`src/qsrpd_pkg.sv`:
```
`default_nettype none
// ----------------------------------------------------------------------------
// qsrpd_pkg: shared types and constants
// register indexes, event codes and status bundles of the presence detector
// ----------------------------------------------------------------------------
package qsrpd_pkg;

   localparam int RSSI_W = 8;
   localparam int TIME_W = 32;
   localparam int CSR_INDEX_W = 3;
   localparam int CSR_DATA_W = 8;
   localparam int GRID_SEL_W = 3;
   localparam int RUN_W = 8;
   localparam int MCAND_W = RSSI_W + 1;

   typedef logic [CSR_INDEX_W-1:0] csr_index_type;

   localparam csr_index_type CSR_RSSI_THRESHOLD = 3'd0;
   localparam csr_index_type CSR_WINDOWS_TO_ABSENT = 3'd1;
   localparam csr_index_type CSR_WINDOWS_TO_PRESENT = 3'd2;
   localparam csr_index_type CSR_GRID_ROW = 3'd3;
   localparam csr_index_type CSR_GRID_COL = 3'd4;

   typedef logic [1:0] event_type;

   localparam event_type EV_NONE = 2'd0;
   localparam event_type EV_PRESENT = 2'd1;
   localparam event_type EV_ABSENT = 2'd2;

   localparam logic CMD_SAMPLE = 1'b0;
   localparam logic CMD_TICK = 1'b1;

   localparam logic [RUN_W-1:0] RUN_LIMIT_MIN = 8'd2;

   // slot tracker view of the position that the next tick enters
   typedef struct packed {
      logic awake;
      logic wrap;
   } slot_stat_type;

   // shift-add multiplier status
   typedef struct packed {
      logic busy;
      logic done;
   } mul_stat_type;

endpackage
`default_nettype wire

```
`src/qsrpd_slot.sv`:
```
`default_nettype none
// ----------------------------------------------------------------------------
// qsrpd_slot: quorum grid slot tracker
// walks the grid row by row and flags slots in the chosen row or column
// ----------------------------------------------------------------------------
module qsrpd_slot #(
   parameter int GRID_SIDE = 8
) (
   input  wire logic                                    clock,
   input  wire logic                                    reset,
   input  wire logic                                    advance,
   input  wire logic [qsrpd_pkg::GRID_SEL_W-1:0]        grid_row,
   input  wire logic [qsrpd_pkg::GRID_SEL_W-1:0]        grid_col,
   output qsrpd_pkg::slot_stat_type                     stat
);

   localparam int GW = $clog2(GRID_SIDE);
   localparam int CMP_W = (GW > qsrpd_pkg::GRID_SEL_W) ? GW : qsrpd_pkg::GRID_SEL_W;
   localparam logic [GW-1:0] LAST = GW'(GRID_SIDE - 1);

   logic [GW-1:0] row_ff, row_in;
   logic [GW-1:0] col_ff, col_in;
   logic          col_wrap;

   // position after the next tick
   always_comb begin
      col_wrap = (col_ff == LAST);
      col_in = col_wrap ? '0 : col_ff + GW'(1);
      if (col_wrap) begin
         row_in = (row_ff == LAST) ? '0 : row_ff + GW'(1);
      end else begin
         row_in = row_ff;
      end
      stat.wrap = (row_in == '0) && (col_in == '0);
      stat.awake = (CMP_W'(row_in) == CMP_W'(grid_row)) ||
                   (CMP_W'(col_in) == CMP_W'(grid_col));
   end

   always_ff @(posedge clock) begin
      if (reset) begin
         row_ff <= '0;
         col_ff <= '0;
      end else if (advance) begin
         row_ff <= row_in;
         col_ff <= col_in;
      end
   end

endmodule
`default_nettype wire

```
`src/qsrpd_mul.sv`:
```
`default_nettype none
// ----------------------------------------------------------------------------
// qsrpd_mul: iterative shift-add multiplier
// one adder, one multiplier bit per cycle, msb first
// ----------------------------------------------------------------------------
module qsrpd_mul #(
   parameter int CNT_W = 10
) (
   input  wire logic                                     clock,
   input  wire logic                                     reset,
   input  wire logic                                     start,
   input  wire logic signed [qsrpd_pkg::MCAND_W-1:0]     mcand,
   input  wire logic [CNT_W-1:0]                         mplier,
   output logic signed [CNT_W+qsrpd_pkg::MCAND_W:0]      product,
   output qsrpd_pkg::mul_stat_type                       stat
);

   localparam int PROD_W = CNT_W + qsrpd_pkg::MCAND_W + 1;
   localparam int STEP_W = $clog2(CNT_W + 1);

   logic signed [PROD_W-1:0]            acc_ff, acc_in;
   logic [CNT_W-1:0]                    mplier_ff, mplier_in;
   logic signed [qsrpd_pkg::MCAND_W-1:0] mcand_ff, mcand_in;
   logic [STEP_W-1:0]                   steps_ff, steps_in;
   logic                                busy_ff, busy_in;
   logic                                done_ff, done_in;
   logic signed [PROD_W-1:0]            addend;

   always_comb begin
      acc_in = acc_ff;
      mplier_in = mplier_ff;
      mcand_in = mcand_ff;
      steps_in = steps_ff;
      busy_in = busy_ff;
      done_in = 1'b0;
      addend = mplier_ff[CNT_W-1] ? PROD_W'(mcand_ff) : '0;
      if (start) begin
         acc_in = '0;
         mplier_in = mplier;
         mcand_in = mcand;
         steps_in = STEP_W'(CNT_W);
         busy_in = 1'b1;
      end else if (busy_ff) begin
         acc_in = (acc_ff <<< 1) + addend;
         mplier_in = mplier_ff << 1;
         steps_in = steps_ff - STEP_W'(1);
         if (steps_ff == STEP_W'(1)) begin
            busy_in = 1'b0;
            done_in = 1'b1;
         end
      end
   end

   always_ff @(posedge clock) begin
      if (reset) begin
         busy_ff <= 1'b0;
         done_ff <= 1'b0;
         steps_ff <= '0;
      end else begin
         busy_ff <= busy_in;
         done_ff <= done_in;
         steps_ff <= steps_in;
      end
      acc_ff <= acc_in;
      mplier_ff <= mplier_in;
      mcand_ff <= mcand_in;
   end

   assign product = acc_ff;
   assign stat.busy = busy_ff;
   assign stat.done = done_ff;

endmodule
`default_nettype wire

```
`src/quorum_slot_rssi_presence_detector_top.sv`:
```
`default_nettype none
// a sample or a tick that does not close a window is answered in the output register
//   in the cycle after its transfer; a tick that closes a window starts the
//   bit-serial multiplier that scales the threshold by the count, waits in ST_EVAL
//   for it to finish, then is answered from ST_DONE once the output slot is free
// throughput: one item per cycle while results drain; a window-closing tick holds the
//   input until answered; reset clears sequencer, window and valid state, loads defaults
// ----------------------------------------------------------------------------
// quorum_slot_rssi_presence_detector_top: quorum slot rssi presence detector
// window rssi averaging with consecutive-window presence hysteresis
// ----------------------------------------------------------------------------
module quorum_slot_rssi_presence_detector_top #(
   parameter int GRID_SIDE = 8,
   parameter int SAMPLE_COUNT_MAX = 1023
) (
   input  wire logic                                      clock,
   input  wire logic                                      reset,
   // item channel
   input  wire logic                                      req_valid,
   output logic                                           req_ready,
   input  wire logic                                      req_cmd,
   input  wire logic signed [qsrpd_pkg::RSSI_W-1:0]       req_rssi,
   input  wire logic [qsrpd_pkg::TIME_W-1:0]              req_time_s,
   // result channel
   output logic                                           rsp_valid,
   input  wire logic                                      rsp_ready,
   output logic                                           rsp_awake,
   output logic                                           rsp_window_done,
   output logic [1:0]                                     rsp_event_res,
   output logic [qsrpd_pkg::TIME_W-1:0]                   rsp_event_time,
   output logic                                           rsp_present,
   // register write channel
   input  wire logic                                      csr_valid,
   output logic                                           csr_ready,
   input  wire logic [qsrpd_pkg::CSR_INDEX_W-1:0]         csr_index,
   input  wire logic [qsrpd_pkg::CSR_DATA_W-1:0]          csr_wdata
);

   localparam int CNT_W = $clog2(SAMPLE_COUNT_MAX + 1);
   localparam int SUM_W = CNT_W + qsrpd_pkg::RSSI_W;
   localparam int PROD_W = CNT_W + qsrpd_pkg::MCAND_W + 1;
   localparam logic [CNT_W-1:0] COUNT_MAX = CNT_W'(SAMPLE_COUNT_MAX);

   typedef enum logic [2:0] {
      ST_IDLE = 3'b001,
      ST_EVAL = 3'b010,
      ST_DONE = 3'b100
   } state_type;

   // configuration registers
   logic signed [qsrpd_pkg::RSSI_W-1:0]      thr_ff, thr_in;
   logic [qsrpd_pkg::RUN_W-1:0]              to_absent_ff, to_absent_in;
   logic [qsrpd_pkg::RUN_W-1:0]              to_present_ff, to_present_in;
   logic [qsrpd_pkg::GRID_SEL_W-1:0]         row_ff, row_in;
   logic [qsrpd_pkg::GRID_SEL_W-1:0]         col_ff, col_in;

   // window and hysteresis state
   state_type                                state_ff, state_in;
   logic signed [SUM_W-1:0]                  sum_ff, sum_in;
   logic [CNT_W-1:0]                         count_ff, count_in;
   logic                                     presence_ff, presence_in;
   logic [qsrpd_pkg::RUN_W-1:0]              run_ff, run_in;
   logic [qsrpd_pkg::TIME_W-1:0]             run_start_ff, run_start_in;

   // closing tick held while the window is evaluated
   logic [qsrpd_pkg::TIME_W-1:0]             tick_time_ff, tick_time_in;
   logic                                     tick_awake_ff, tick_awake_in;

   // output register
   logic                                     rsp_valid_ff, rsp_valid_in;
   logic                                     awake_ff, awake_in;
   logic                                     done_ff, done_in;
   qsrpd_pkg::event_type                     event_ff, event_in;
   logic [qsrpd_pkg::TIME_W-1:0]             event_time_ff, event_time_in;
   logic                                     present_ff, present_in;

   logic                                     req_xfer;
   logic                                     out_free;
   logic                                     slot_advance;
   qsrpd_pkg::slot_stat_type                 slot_stat;
   logic                                     mul_start;
   logic signed [qsrpd_pkg::MCAND_W-1:0]     mcand;
   logic signed [PROD_W-1:0]                 product;
   qsrpd_pkg::mul_stat_type                  mul_stat;
   logic                                     detected;
   logic                                     extend;
   logic [qsrpd_pkg::RUN_W-1:0]              run_limit;
   logic [qsrpd_pkg::RUN_W-1:0]              run_next;

   assign csr_ready = 1'b1;
   assign out_free = !rsp_valid_ff || rsp_ready;
   // a new item is taken only when the sequencer is idle and the output slot can be filled
   assign req_ready = (state_ff == ST_IDLE) && out_free;
   assign req_xfer = req_valid && req_ready;
   assign slot_advance = req_xfer && (req_cmd == qsrpd_pkg::CMD_TICK);

   qsrpd_slot #(
      .GRID_SIDE (GRID_SIDE)
   ) u_slot (
      .clock    (clock),
      .reset    (reset),
      .advance  (slot_advance),
      .grid_row (row_ff),
      .grid_col (col_ff),
      .stat     (slot_stat)
   );

   // trunc(sum/count) > thr  <=>  sum > thr*count       for thr < 0
   //                          <=>  sum >= (thr+1)*count  for thr >= 0
   assign mcand = thr_ff[qsrpd_pkg::RSSI_W-1] ? qsrpd_pkg::MCAND_W'(thr_ff) :
                  qsrpd_pkg::MCAND_W'(thr_ff) + qsrpd_pkg::MCAND_W'(1);

   qsrpd_mul #(
      .CNT_W (CNT_W)
   ) u_mul (
      .clock   (clock),
      .reset   (reset),
      .start   (mul_start),
      .mcand   (mcand),
      .mplier  (count_ff),
      .product (product),
      .stat    (mul_stat)
   );

   always_comb begin
      if (count_ff == '0) begin
         detected = 1'b0;
      end else if (thr_ff[qsrpd_pkg::RSSI_W-1]) begin
         detected = PROD_W'(sum_ff) > product;
      end else begin
         detected = PROD_W'(sum_ff) >= product;
      end
      // a run grows on undetected windows while present, on detected ones while absent
      extend = presence_ff ? !detected : detected;
      if (presence_ff) begin
         run_limit = (to_absent_ff < qsrpd_pkg::RUN_LIMIT_MIN) ? qsrpd_pkg::RUN_LIMIT_MIN :
                     to_absent_ff;
      end else begin
         run_limit = (to_present_ff < qsrpd_pkg::RUN_LIMIT_MIN) ? qsrpd_pkg::RUN_LIMIT_MIN :
                     to_present_ff;
      end
      run_next = run_ff + qsrpd_pkg::RUN_W'(1);
   end

   // register writes
   always_comb begin
      thr_in = thr_ff;
      to_absent_in = to_absent_ff;
      to_present_in = to_present_ff;
      row_in = row_ff;
      col_in = col_ff;
      if (csr_valid && csr_ready) begin
         unique case (csr_index)
            qsrpd_pkg::CSR_RSSI_THRESHOLD: thr_in = csr_wdata;
            qsrpd_pkg::CSR_WINDOWS_TO_ABSENT: to_absent_in = csr_wdata;
            qsrpd_pkg::CSR_WINDOWS_TO_PRESENT: to_present_in = csr_wdata;
            qsrpd_pkg::CSR_GRID_ROW: row_in = csr_wdata[qsrpd_pkg::GRID_SEL_W-1:0];
            qsrpd_pkg::CSR_GRID_COL: col_in = csr_wdata[qsrpd_pkg::GRID_SEL_W-1:0];
            default: ;
         endcase
      end
   end

   // sequencer
   always_comb begin
      state_in = state_ff;
      sum_in = sum_ff;
      count_in = count_ff;
      presence_in = presence_ff;
      run_in = run_ff;
      run_start_in = run_start_ff;
      tick_time_in = tick_time_ff;
      tick_awake_in = tick_awake_ff;
      mul_start = 1'b0;
      awake_in = awake_ff;
      done_in = done_ff;
      event_in = event_ff;
      event_time_in = event_time_ff;
      present_in = present_ff;
      rsp_valid_in = rsp_valid_ff && !rsp_ready;

      unique case (state_ff)
         ST_IDLE: begin
            if (req_xfer) begin
               if (req_cmd == qsrpd_pkg::CMD_SAMPLE) begin
                  // samples past the count limit are dropped
                  if (count_ff < COUNT_MAX) begin
                     sum_in = sum_ff + SUM_W'(req_rssi);
                     count_in = count_ff + CNT_W'(1);
                  end
                  rsp_valid_in = 1'b1;
                  awake_in = 1'b0;
                  done_in = 1'b0;
                  event_in = qsrpd_pkg::EV_NONE;
                  event_time_in = '0;
                  present_in = presence_ff;
               end else if (slot_stat.wrap) begin
                  // window closes: scale the threshold by the count
                  mul_start = 1'b1;
                  tick_time_in = req_time_s;
                  tick_awake_in = slot_stat.awake;
                  state_in = ST_EVAL;
               end else begin
                  rsp_valid_in = 1'b1;
                  awake_in = slot_stat.awake;
                  done_in = 1'b0;
                  event_in = qsrpd_pkg::EV_NONE;
                  event_time_in = '0;
                  present_in = presence_ff;
               end
            end
         end
         ST_EVAL: begin
            if (mul_stat.done) begin
               state_in = ST_DONE;
            end
         end
         ST_DONE: begin
            if (out_free) begin
               rsp_valid_in = 1'b1;
               awake_in = tick_awake_ff;
               done_in = 1'b1;
               event_in = qsrpd_pkg::EV_NONE;
               event_time_in = '0;
               present_in = presence_ff;
               if (extend) begin
                  if (run_next == qsrpd_pkg::RUN_W'(1)) begin
                     run_in = run_next;
                     run_start_in = tick_time_ff;
                  end else if (run_next >= run_limit) begin
                     run_in = '0;
                     event_in = presence_ff ? qsrpd_pkg::EV_ABSENT : qsrpd_pkg::EV_PRESENT;
                     event_time_in = run_start_ff;
                     presence_in = !presence_ff;
                     present_in = !presence_ff;
                  end else begin
                     run_in = run_next;
                  end
               end else begin
                  run_in = '0;
               end
               sum_in = '0;
               count_in = '0;
               state_in = ST_IDLE;
            end
         end
         default: begin
            state_in = ST_IDLE;
         end
      endcase
   end

   always_ff @(posedge clock) begin
      if (reset) begin
         thr_ff <= -8'sd65;
         to_absent_ff <= 8'd3;
         to_present_ff <= 8'd2;
         row_ff <= '0;
         col_ff <= '0;
         state_ff <= ST_IDLE;
         sum_ff <= '0;
         count_ff <= '0;
         presence_ff <= 1'b0;
         run_ff <= '0;
         run_start_ff <= '0;
         rsp_valid_ff <= 1'b0;
      end else begin
         thr_ff <= thr_in;
         to_absent_ff <= to_absent_in;
         to_present_ff <= to_present_in;
         row_ff <= row_in;
         col_ff <= col_in;
         state_ff <= state_in;
         sum_ff <= sum_in;
         count_ff <= count_in;
         presence_ff <= presence_in;
         run_ff <= run_in;
         run_start_ff <= run_start_in;
         rsp_valid_ff <= rsp_valid_in;
      end
      tick_time_ff <= tick_time_in;
      tick_awake_ff <= tick_awake_in;
      awake_ff <= awake_in;
      done_ff <= done_in;
      event_ff <= event_in;
      event_time_ff <= event_time_in;
      present_ff <= present_in;
   end

   assign rsp_valid = rsp_valid_ff;
   assign rsp_awake = awake_ff;
   assign rsp_window_done = done_ff;
   assign rsp_event_res = event_ff;
   assign rsp_event_time = event_time_ff;
   assign rsp_present = present_ff;

endmodule
`default_nettype wire

```
`config.mk`:
```
export PLATFORM = sky130hd
export DESIGN_NAME = quorum_slot_rssi_presence_detector_top
export DESIGN_NICKNAME = d
export VERILOG_FILES = /design/src/qsrpd_pkg.sv /design/src/qsrpd_slot.sv /design/src/qsrpd_mul.sv /design/src/quorum_slot_rssi_presence_detector_top.sv
export SDC_FILE = /design/constraint.sdc
export NUM_CORES = 1
export LEC_CHECK = 0
export BUFFER_PORTS_ARGS = -buffer_cell sky130_fd_sc_hd__buf_2
export CAP_MARGIN = 20
export CORE_UTILIZATION = 60
export DETAILED_ROUTE_END_ITERATION = 10
export GPL_TIMING_DRIVEN = 1
export PLACE_DENSITY = 0.87
export SYNTH_ARGS = -nofsm -noshare
export SYNTH_HDL_FRONTEND = slang
export SYNTH_HIERARCHICAL = 1
export SYNTH_SLANG_ARGS = --single-unit
```
`constraint.sdc`:
```
create_clock -name clock -period 6.4 [get_ports clock]
set_input_delay 1.28 -clock clock [delete_from_list [all_inputs] [get_ports clock]]
set_output_delay 1.28 -clock clock [all_outputs]
set_load 0.02 [all_outputs]
```
## Word-level counts from Yosys, hierarchy flattened

Index checks and enable logic that the tools add are counted.

- Register bits after elaboration: 224
- Bits in latches: 0
- Memory bits (writable): 0
- ROM bits: 0
- Input bits: 57
- Output and inout port bits: 40
- Word-level logic and storage cells: 177
- Memories kept: 0

- Add/sub/neg operators: 8
- $mul: 0
- Divide/modulo/power cells: 0
- Order comparisons: 6
- Equal/unequal tests: 21
- Shifts and indexed selects: 0
- Mux-type cells: 82
- Bitwise logic cells: 1
- Reductions and logical operators: 30

Operators with widths:

| operator | number |
|---|---|
| 32-bit 2-to-1 mux | 7 |
| 18-bit 2-to-1 mux | 4 |
| 32-bit one-hot mux with 2 select lines | 1 |
| 10-bit 2-to-1 mux | 6 |
| 8-bit 2-to-1 mux | 6 |
| 18-bit one-hot mux with 2 select lines | 1 |
| 1-bit 2-to-1 mux | 30 |
| 3-bit 2-to-1 mux | 8 |
| 20-bit adder | 1 |
| 18-bit by 20-bit >= comparator with 1-bit output | 1 |
| 18-bit by 20-bit greater-than comparator with 1-bit output | 1 |
| 20-bit 2-to-1 mux | 1 |
| 10-bit one-hot mux with 2 select lines | 1 |
| 18-bit by 8-bit adder with 18-bit output | 1 |
| 8-bit by 2-bit less-than comparator with 1-bit output, second input constant | 2 |
| 2-bit 2-to-1 mux | 8 |
| 3-bit == test, second input constant | 4 |
| 2-bit AND reduction | 6 |
| 4-bit AND reduction | 3 |
| 10-bit by 1-bit adder with 10-bit output, second input constant | 1 |
| 10-bit logical NOT | 1 |
| 10-bit less-than comparator, second input constant | 1 |
| 2-bit != test, second input constant | 5 |
| 5-bit AND reduction | 2 |
| other kinds (25) | 46 |

## Longest topological paths before layout

Gate-level depths: netlist (run 1).

- Word-level depth: 10
- Mapped depth: 14
- Depth with buffers taken out: 13

## Hierarchy

The synthesis (run 1) kept the hierarchy.

Modules (own cells, without submodules):

| module | instances | cells an instance | area an instance (µm²) | seq. area each (µm²) |
|---|---|---|---|---|
| quorum_slot_rssi_presence_detector_top | 1 | 852 | 8490.6 | 4164.0 |
| qsrpd_mul | 1 | 283 | 2606.2 | 1091.0 |
| qsrpd_slot | 1 | 47 | 430.4 | 120.1 |

## Least setup slack after synthesis (run 1)

Ideal clock, no wire load.

- Kind: in2reg
- Start point: input rsp_ready
- End point: register state_ff[0]
- Library setup time: 0.294 ns
- Arrival: 5.131 ns
- Data required time: 6.106 ns
- Path slack: 0.975 ns
- Stages: 4
- Path buffers: 1
- Path through: nor2b_1 clkbuf_1 nor4_1 o21ai_0

- Word-level cells in the longest chain between the ends: 5
- Elaborated cells between the ends (all ways): 6
- Those cells by class: eq/ne (2); reduce/logical (4)

Ends and longest elaborated chain:

| what | RTL line | text |
|---|---|---|
| from (decl) | quorum_slot_rssi_presence_detector_top.sv:26 | `input wire logic rsp_ready,` |
| 1-bit logical OR * | quorum_slot_rssi_presence_detector_top.sv:91 | `assign out_free = !rsp_valid_ff \|\| rsp_ready;` |
| 1-bit logical AND | quorum_slot_rssi_presence_detector_top.sv:93 | `assign req_ready = (state_ff == ST_IDLE) && out_free;` |
| 1-bit logical AND | quorum_slot_rssi_presence_detector_top.sv:94 | `assign req_xfer = req_valid && req_ready;` |
| 2-bit != test (no line) | - |  |
| 5-bit AND reduction (no line) * | - |  |
| to (signal assigned) | quorum_slot_rssi_presence_detector_top.sv:273 | `state_ff <= state_in;` |
| to (decl) | quorum_slot_rssi_presence_detector_top.sv:58 | `state_type state_ff, state_in;` |

Mark *: on every way between the ends. The rest lies on a longest branch, timed or not.
A chain may end at the register's enable or synchronous reset.

## Worst setup path after layout (run 1)

- Start point: register to_absent_ff[4] (netlist bit)
- End point: register present_ff (netlist: rsp_present), data pin

- Word-level cells in the longest chain between the ends: 9

Ends and longest elaborated chain:

| what | RTL line | text |
|---|---|---|
| from (decl) | quorum_slot_rssi_presence_detector_top.sv:52 | `logic [qsrpd_pkg::RUN_W-1:0] to_absent_ff, to_absent_in;` |
| from (signal assigned) | quorum_slot_rssi_presence_detector_top.sv:269 | `to_absent_ff <= to_absent_in;` |
| 8-bit by 2-bit less-than comparator with 1-bit output | quorum_slot_rssi_presence_detector_top.sv:136 | `run_limit = (to_absent_ff < qsrpd_pkg::RUN_LIMIT_MIN) ? qsrpd_pkg::RUN_LIMIT_MIN :` |
| 8-bit 2-to-1 mux * | quorum_slot_rssi_presence_detector_top.sv:136 |  |
| 8-bit 2-to-1 mux * | quorum_slot_rssi_presence_detector_top.sv:135 | `if (presence_ff) begin` |
| 8-bit >= comparator * | quorum_slot_rssi_presence_detector_top.sv:230 | `end else if (run_next >= run_limit) begin` |
| 1-bit 2-to-1 mux * (3 in a row) | - |  |
| 1-bit 2-to-1 mux * | quorum_slot_rssi_presence_detector_top.sv:219 | `if (out_free) begin` |
| 1-bit one-hot mux with 2 select lines * | quorum_slot_rssi_presence_detector_top.sv:182 | `unique case (state_ff)` |
| net present_in | quorum_slot_rssi_presence_detector_top.sv:75 | `logic present_ff, present_in;` |
| to (signal assigned) | quorum_slot_rssi_presence_detector_top.sv:287 | `present_ff <= present_in;` |
| to (decl) | quorum_slot_rssi_presence_detector_top.sv:75 |  |

Mark *: on every way through the listed nets, which the timed path passes. The rest lies on a longest branch. The select of a mux whose other input is x is not followed.

==> results of run 1 <==
layout by cell type (no fill, tap or decap), drive strengths merged, types with 6 or more instances in the layout:
cell / n
nand4: 8
a211oi: 9
a31oi: 6
nor2b: 9
nor3: 35
a21oi: 53
mux2i: 67
o21a: 7
edfxtp: 89
nand3: 47
or4: 10
xor2: 19
mux2: 12
inv: 48
nor2: 96
and2: 11
clkinv: 12
o21ai: 29
buf: 102
nand3b: 8
o22ai: 6
and3: 45
or3: 8
nand2b: 13
xnor2: 33
dfxtp: 135
nor4: 9
clkbuf: 29
nand2: 150
ha: 64
a21o: 12
layout make-up:
cell class,count,share of cell area
Multi-Input combinational cell,842,0.437
Sequential cell,224,0.418
Clock buffer,29,0.0523
Timing Repair Buffer,102,0.0426
Tap cell,234,0.0228
Inverter,48,0.0140
Clock inverter,15,0.0133
flip-flops by register name, summed over array words and instances (netlist names), 2 cells and up:
register / flops
col_ff: 3
count_ff: 10
row_ff: 3
rsp_event_res: 2
rsp_event_time: 32
run_ff: 8
run_start_ff: 32
state_ff: 3
sum_ff: 18
thr_ff: 8
tick_time_ff: 32
to_absent_ff: 8
to_present_ff: 8
u_mul/mcand_ff: 9
u_mul/mplier_ff: 10
u_mul/product: 20
u_mul/steps_ff: 4
u_slot/col_ff: 3
u_slot/row_ff: 3
layer usage:
layer,up-vias,part of all wire
met2,360,0.47
met3,78,0.067
li1,4341,-
met1,4262,0.43
met4,0,0.033
met5,-,0
stage by stage:
stage	hold WS, ns	setup slack [ns]	utilization	cells	instance area (sq um)
global placement	0.437	2.66	0.638	1449	12000
detailed placement	0.442	2.54	0.638	1449	12000
floorplan	0.430	0.975	-	1181	11500
finish	0.457	2.50	0.685	1494	12900
global route	0.462	2.15	0.685	1494	12900
CTS	0.455	2.54	0.683	1493	12800
worst reg2reg max path, stage by stage, from the launching register on:
cell,delay (ns)
dfxtp_1,0.32
or4_1,0.53
o41ai_1,0.37
o22ai_1,0.15
ha_1,0.29
nand2b_1,0.10
a21o_1,0.11
a21o_1,0.10
a211oi_1,0.08
o21ai_0,0.27
nand3_2,0.19
nor2_2,0.85
o21ai_0,0.26
o21ai_0,0.13
power groups by stage:
| stage | registers (mW) | clock network (mW) | logic (mW) |
|---|---|---|---|
| floorplan | 1.58 | 0 | 0.237 |
| global placement | 1.60 | 0 | 0.300 |
| detailed placement | 1.60 | 0 | 0.310 |
| CTS | 1.57 | 1.45 | 0.314 |
| global route | 1.57 | 1.51 | 0.359 |
| finish | 1.57 | 1.44 | 0.322 |
worst paths after layout:
check	from	endpoint	slack, ns	cells past startpoint
worst max-delay path	to_absent_ff[4]	rsp_present	2.50	13
worst min register to register	run_start_ff[16]	run_start_ff[16]	0.46	2
worst min-delay path	run_start_ff[16]	run_start_ff[16]	0.46	2
worst max register to register	to_absent_ff[4]	rsp_present	2.50	13
==> flow_metrics.tcl, run 1 <==
set metrics [dict create \
    ir_worst_vdd_mv 0.277 \
    grt_overflow_total 0 \
    required_ns 6.78 \
    nFillCells 1336 \
    post-cts-setup-buffer-count 0 \
    power.leakage_nw 5.44 \
    antenna_left 0 \
    synth_area_per_cell_sq_um 9.75 \
    n_antenna_cell 0 \
    path_delay_family "simple AND/OR/NAND/NOR gates" \
    fp.coreArea_sq_um 18800 \
    grt_pass1_wl_mm 41.6 \
    rsz0062_at_grt "no" \
    p_clk_frac 0.432 \
    design.die.area_sq_um 19800 \
    syn_inst 1181 \
    finalSetupTns_ns 0 \
    crit_top_cell "o21ai_0" \
    setup_viol 0 \
    drt_wl_total_mm 25.7 \
    use_met2 0.431 \
    grt_max_degree 76 \
    vias 9041 \
    crit_fanout 35 \
    clk_pin_slew_ns 0.07 \
    port_buffers 95 \
    critPathKind "register to register" \
    worst-path-buf-inv 0 \
    finalCritPeriodShare 0.610 \
    root_buffer "clkbuf_16" \
    cp-start-kind "register" \
    crit_slowest_cell "nor2_2" \
    place_hpwl_mm 16.6 \
    wire_per_inst_um 17.2 \
    grtUsageMet3 0.0468 \
    drc 0 \
    synthesis.nets 1304 \
    end_kind "register" \
    register_area_sq_um 5380 \
    antenna_found_initial 0 \
    intPower_mw 2.49 \
    yosysWarnings 6 \
    cts_max_level 1 \
    critPathMaxStageDelay_ns 0.85 \
    layout-drive-gt1-share 0.135 \
    power_mw 3.33 \
    switching_share 0.251 \
    hold_violations 0 \
    cts_tree "yes" \
    synth_area_sq_um 11500 \
    holdCritPathClass "register to register" \
    p_switching_mw 0.838 \
    cts_resized 0 \
    die_w_um 141 \
    globalRoute.busiestLayer "met2" \
    drtIter0Drc 801 \
    cap_viol_max_count 0 \
    initial_core_util 0.614 \
    drtPass1Iterations 5 \
    cts_sinks 224 \
    combPwrFrac 0.097 \
    tightest_slew_ns 1.08 \
    worst_slew_margin_rel 0.279 \
    min_period_ns 3.90 \
    cts_made_buffers 24 \
    grt_use_met1 0.341 \
    p_seq_frac 0.471 \
    cp.arrival_ns 4.28 \
    nets 1365 \
    viasPerCell 6.05 \
    clk_latency_ns 0.53 \
    grt_pass1_vias 8517 \
    crit_chain "or4_1 -> o41ai_1 -> o22ai_1 -> ha_1 -> nand2b_1 -> a21o_1 -> a21o_1 -> a211oi_1 -> o21ai_0 -> nand3_2 -> nor2_2 -> o21ai_0 -> o21ai_0" \
    grtUsageTotal 0.259 \
    clock_path_buffers 3 \
    fmax_mhz 256 \
    layout-area-overhead-vs-synth_pct 11.6 \
    die_h_um 141 \
    cts_hold_buf 0 \
    place.gp.congestion 0.938 \
    multi_input_area_sq_um 5610 \
    slew_viol_final 0 \
    final.setup_skew_ns 0.0168 \
    rows 50 \
    p_per_area_nw_per_um2 259 \
    status "finished clean" \
    ios 97 \
]
Note: power is estimated with default switching activity, not from simulation.
==> inputs of run 2 (changes only) <==
clock period = 3.6 ns   (was 6.4 ns; I/O delays follow)
==> run 2 against run 1 <==
Effect of this change: worst setup slack got worse by 2.3 ns; non-clock buffer count rose by 18; final area rose by 1.3%; first-iteration DRC count fell by 19%; final cell count rose by 1.1%; total power rose by 80%; count of clock-buffer cells in the layout did not move; combinational power rose by 96%; clock skew fell by 0.0014 ns; fmax rose by 14%; critical path depth did not move; critical endpoint is now rsp_event_res[0]; largest cell class unchanged.
==> flow_metrics.tcl, run 2 (synthesis gave the netlist of run 1 again) <==
set metrics [dict create \
    layout_commonest_cell "nand2_1" \
    p_seq_frac 0.460 \
    drtPass1Iterations 5 \
    die_h_um 141 \
    grt_use_met1 0.330 \
    fmax_mhz 293 \
    place_hpwl_mm 17.9 \
    path_delay_family "simple AND/OR/NAND/NOR gates" \
    slew_viol_final 0 \
    postLayoutCoreUtil 0.693 \
    cts_made_buffers 23 \
    finalCritPeriodShare 0.948 \
    critPathKind "register to register" \
    ios 97 \
    viasPerCell 6.09 \
    use_met2 0.458 \
    crit_slowest_cell "or4_1" \
    antenna_left 0 \
    setup_viol 0 \
    fin_area_sq_um 13000 \
    ir_worst_vdd_mv 0.446 \
    port_buffers 95 \
    grt_max_degree 64 \
    grtUsageMet3 0.0434 \
    p_switching_mw 1.46 \
    whs_path_depth 1 \
    layout-area-overhead-vs-synth_pct 13.0 \
    grt_overflow_total 0 \
    clock_path_buffers 3 \
    reg2reg_slack_ns 0.19 \
    status "finished clean" \
    cp-start-kind "register" \
    layout-drive-gt1-share 0.145 \
    drtIter0Drc 648 \
    register_area_sq_um 5380 \
    rows 50 \
    multi_input_area_sq_um 5660 \
    place_area_sq_um 12200 \
    hp-start "req_time_s[30]" \
    worstReg2RegEnd "rsp_event_res[0]" \
    root_buffer "clkbuf_16" \
    design.die.area_sq_um 19800 \
    fp.coreArea_sq_um 18800 \
    worst-path-buf-inv 0 \
    cp-startpoint "to_present_ff[4]" \
    hold_end "tick_time_ff[30]" \
    power.leakage_nw 5.52 \
    n_antenna_cell 0 \
    intPower_mw 4.55 \
    vias 9196 \
    p_per_area_nw_per_um2 462 \
    place.gp.congestion 0.949 \
    cap_viol_max_count 0 \
    worst_hold_slack_ns 0.366 \
    cts_max_level 1 \
    hold_violations 0 \
    grtUsageTotal 0.267 \
    end_kind "register" \
    combPwrFrac 0.105 \
    nFillCells 1337 \
    drt_wl_total_mm 26.8 \
    final.setup_skew_ns 0.0153 \
    cts_sinks 224 \
    clk_latency_ns 0.53 \
    most-common-layout-cells "nand2_1, dfxtp_1, buf_2" \
    tightest_slew_ns 1.06 \
    rr_worst_depth 13 \
    holdCritPathClass "input port to register" \
    drc 0 \
    cts_hold_buf 0 \
    clk_pin_slew_ns 0.07 \
    die_w_um 141 \
    cp.arrival_ns 3.80 \
    initial_core_util 0.614 \
    cts_tree "yes" \
    crit_fanout 18 \
    p_clk_frac 0.435 \
    rsz0062_at_grt "no" \
    post-cts-setup-buffer-count 0 \
    critPathMaxStageDelay_ns 0.58 \
    worstReg2RegStart "to_present_ff[4]" \
    required_ns 3.99 \
    antenna_found_initial 1 \
    min_period_ns 3.41 \
    grt_pass1_wl_mm 42.6 \
    nets 1383 \
    wire_per_inst_um 17.8 \
    switching_share 0.242 \
    globalRoute.busiestLayer "met2" \
    worst_slew_margin_rel 0.292 \
    grt_pass1_vias 8910 \
    crit_chain "or4_1 -> o41ai_2 -> o22ai_1 -> ha_1 -> nand2b_1 -> a21o_1 -> a21o_1 -> a211oi_1 -> o21ai_0 -> nand3_2 -> nor2_4 -> o21ai_0 -> nor2_1" \
]
[run 2: worst max path at each step]
stage / endpoint / slack [ns] / cells past startpoint
finish: rsp_event_res[0] / 0.19 / 13
global route: presence_ff / 0.05 / 14
CTS: rsp_event_res[0] / 0.005 / 13
detailed placement: rsp_present / -0.29 / 13
global placement: rsp_event_res[0] / -0.08 / 13
floorplan: rsp_awake / 0.14 / 8
[run 2: layer usage]
metal  part of all wire  routed length (um)
met1               0.41               11100
met3              0.062                1670
met5            0.00030                   8
met2               0.48               12900
met4              0.044                1170
[run 2: power by group through the flow]
stage / combinational, mW / clock (mW) / sequential, mW
detailed placement: 0.611 / 0 / 2.82
global route: 0.695 / 2.73 / 2.77
global placement: 0.587 / 0 / 2.82
finish: 0.630 / 2.62 / 2.77
floorplan: 0.423 / 0 / 2.81
CTS: 0.621 / 2.64 / 2.76
[run 2: timing repair]
action	4_1_cts	5_1_grt
cloned	0	1
resized for setup	1	3
setup endpoints to repair	35	15
pin swaps	0	1
[run 2: cell type report]
class	count	share of cell area
Sequential cell	224	0.413
Clock inverter	13	0.0156
Clock buffer	29	0.0483
Tap cell	234	0.0225
Multi-Input combinational cell	843	0.435
Timing Repair Buffer	120	0.0519
Inverter	48	0.0138
[run 2: stage by stage]
stage	std cells	TNS [ns]	worst slack, ns	power, mW
floorplan	1181	0	0.135	3.24
global placement	1468	-0.168	-0.0850	3.40
detailed placement	1468	-5.28	-0.294	3.43
CTS	1510	0	0.00533	6.03
global route	1511	0	0.0534	6.20
finish	1511	0	0.188	6.01
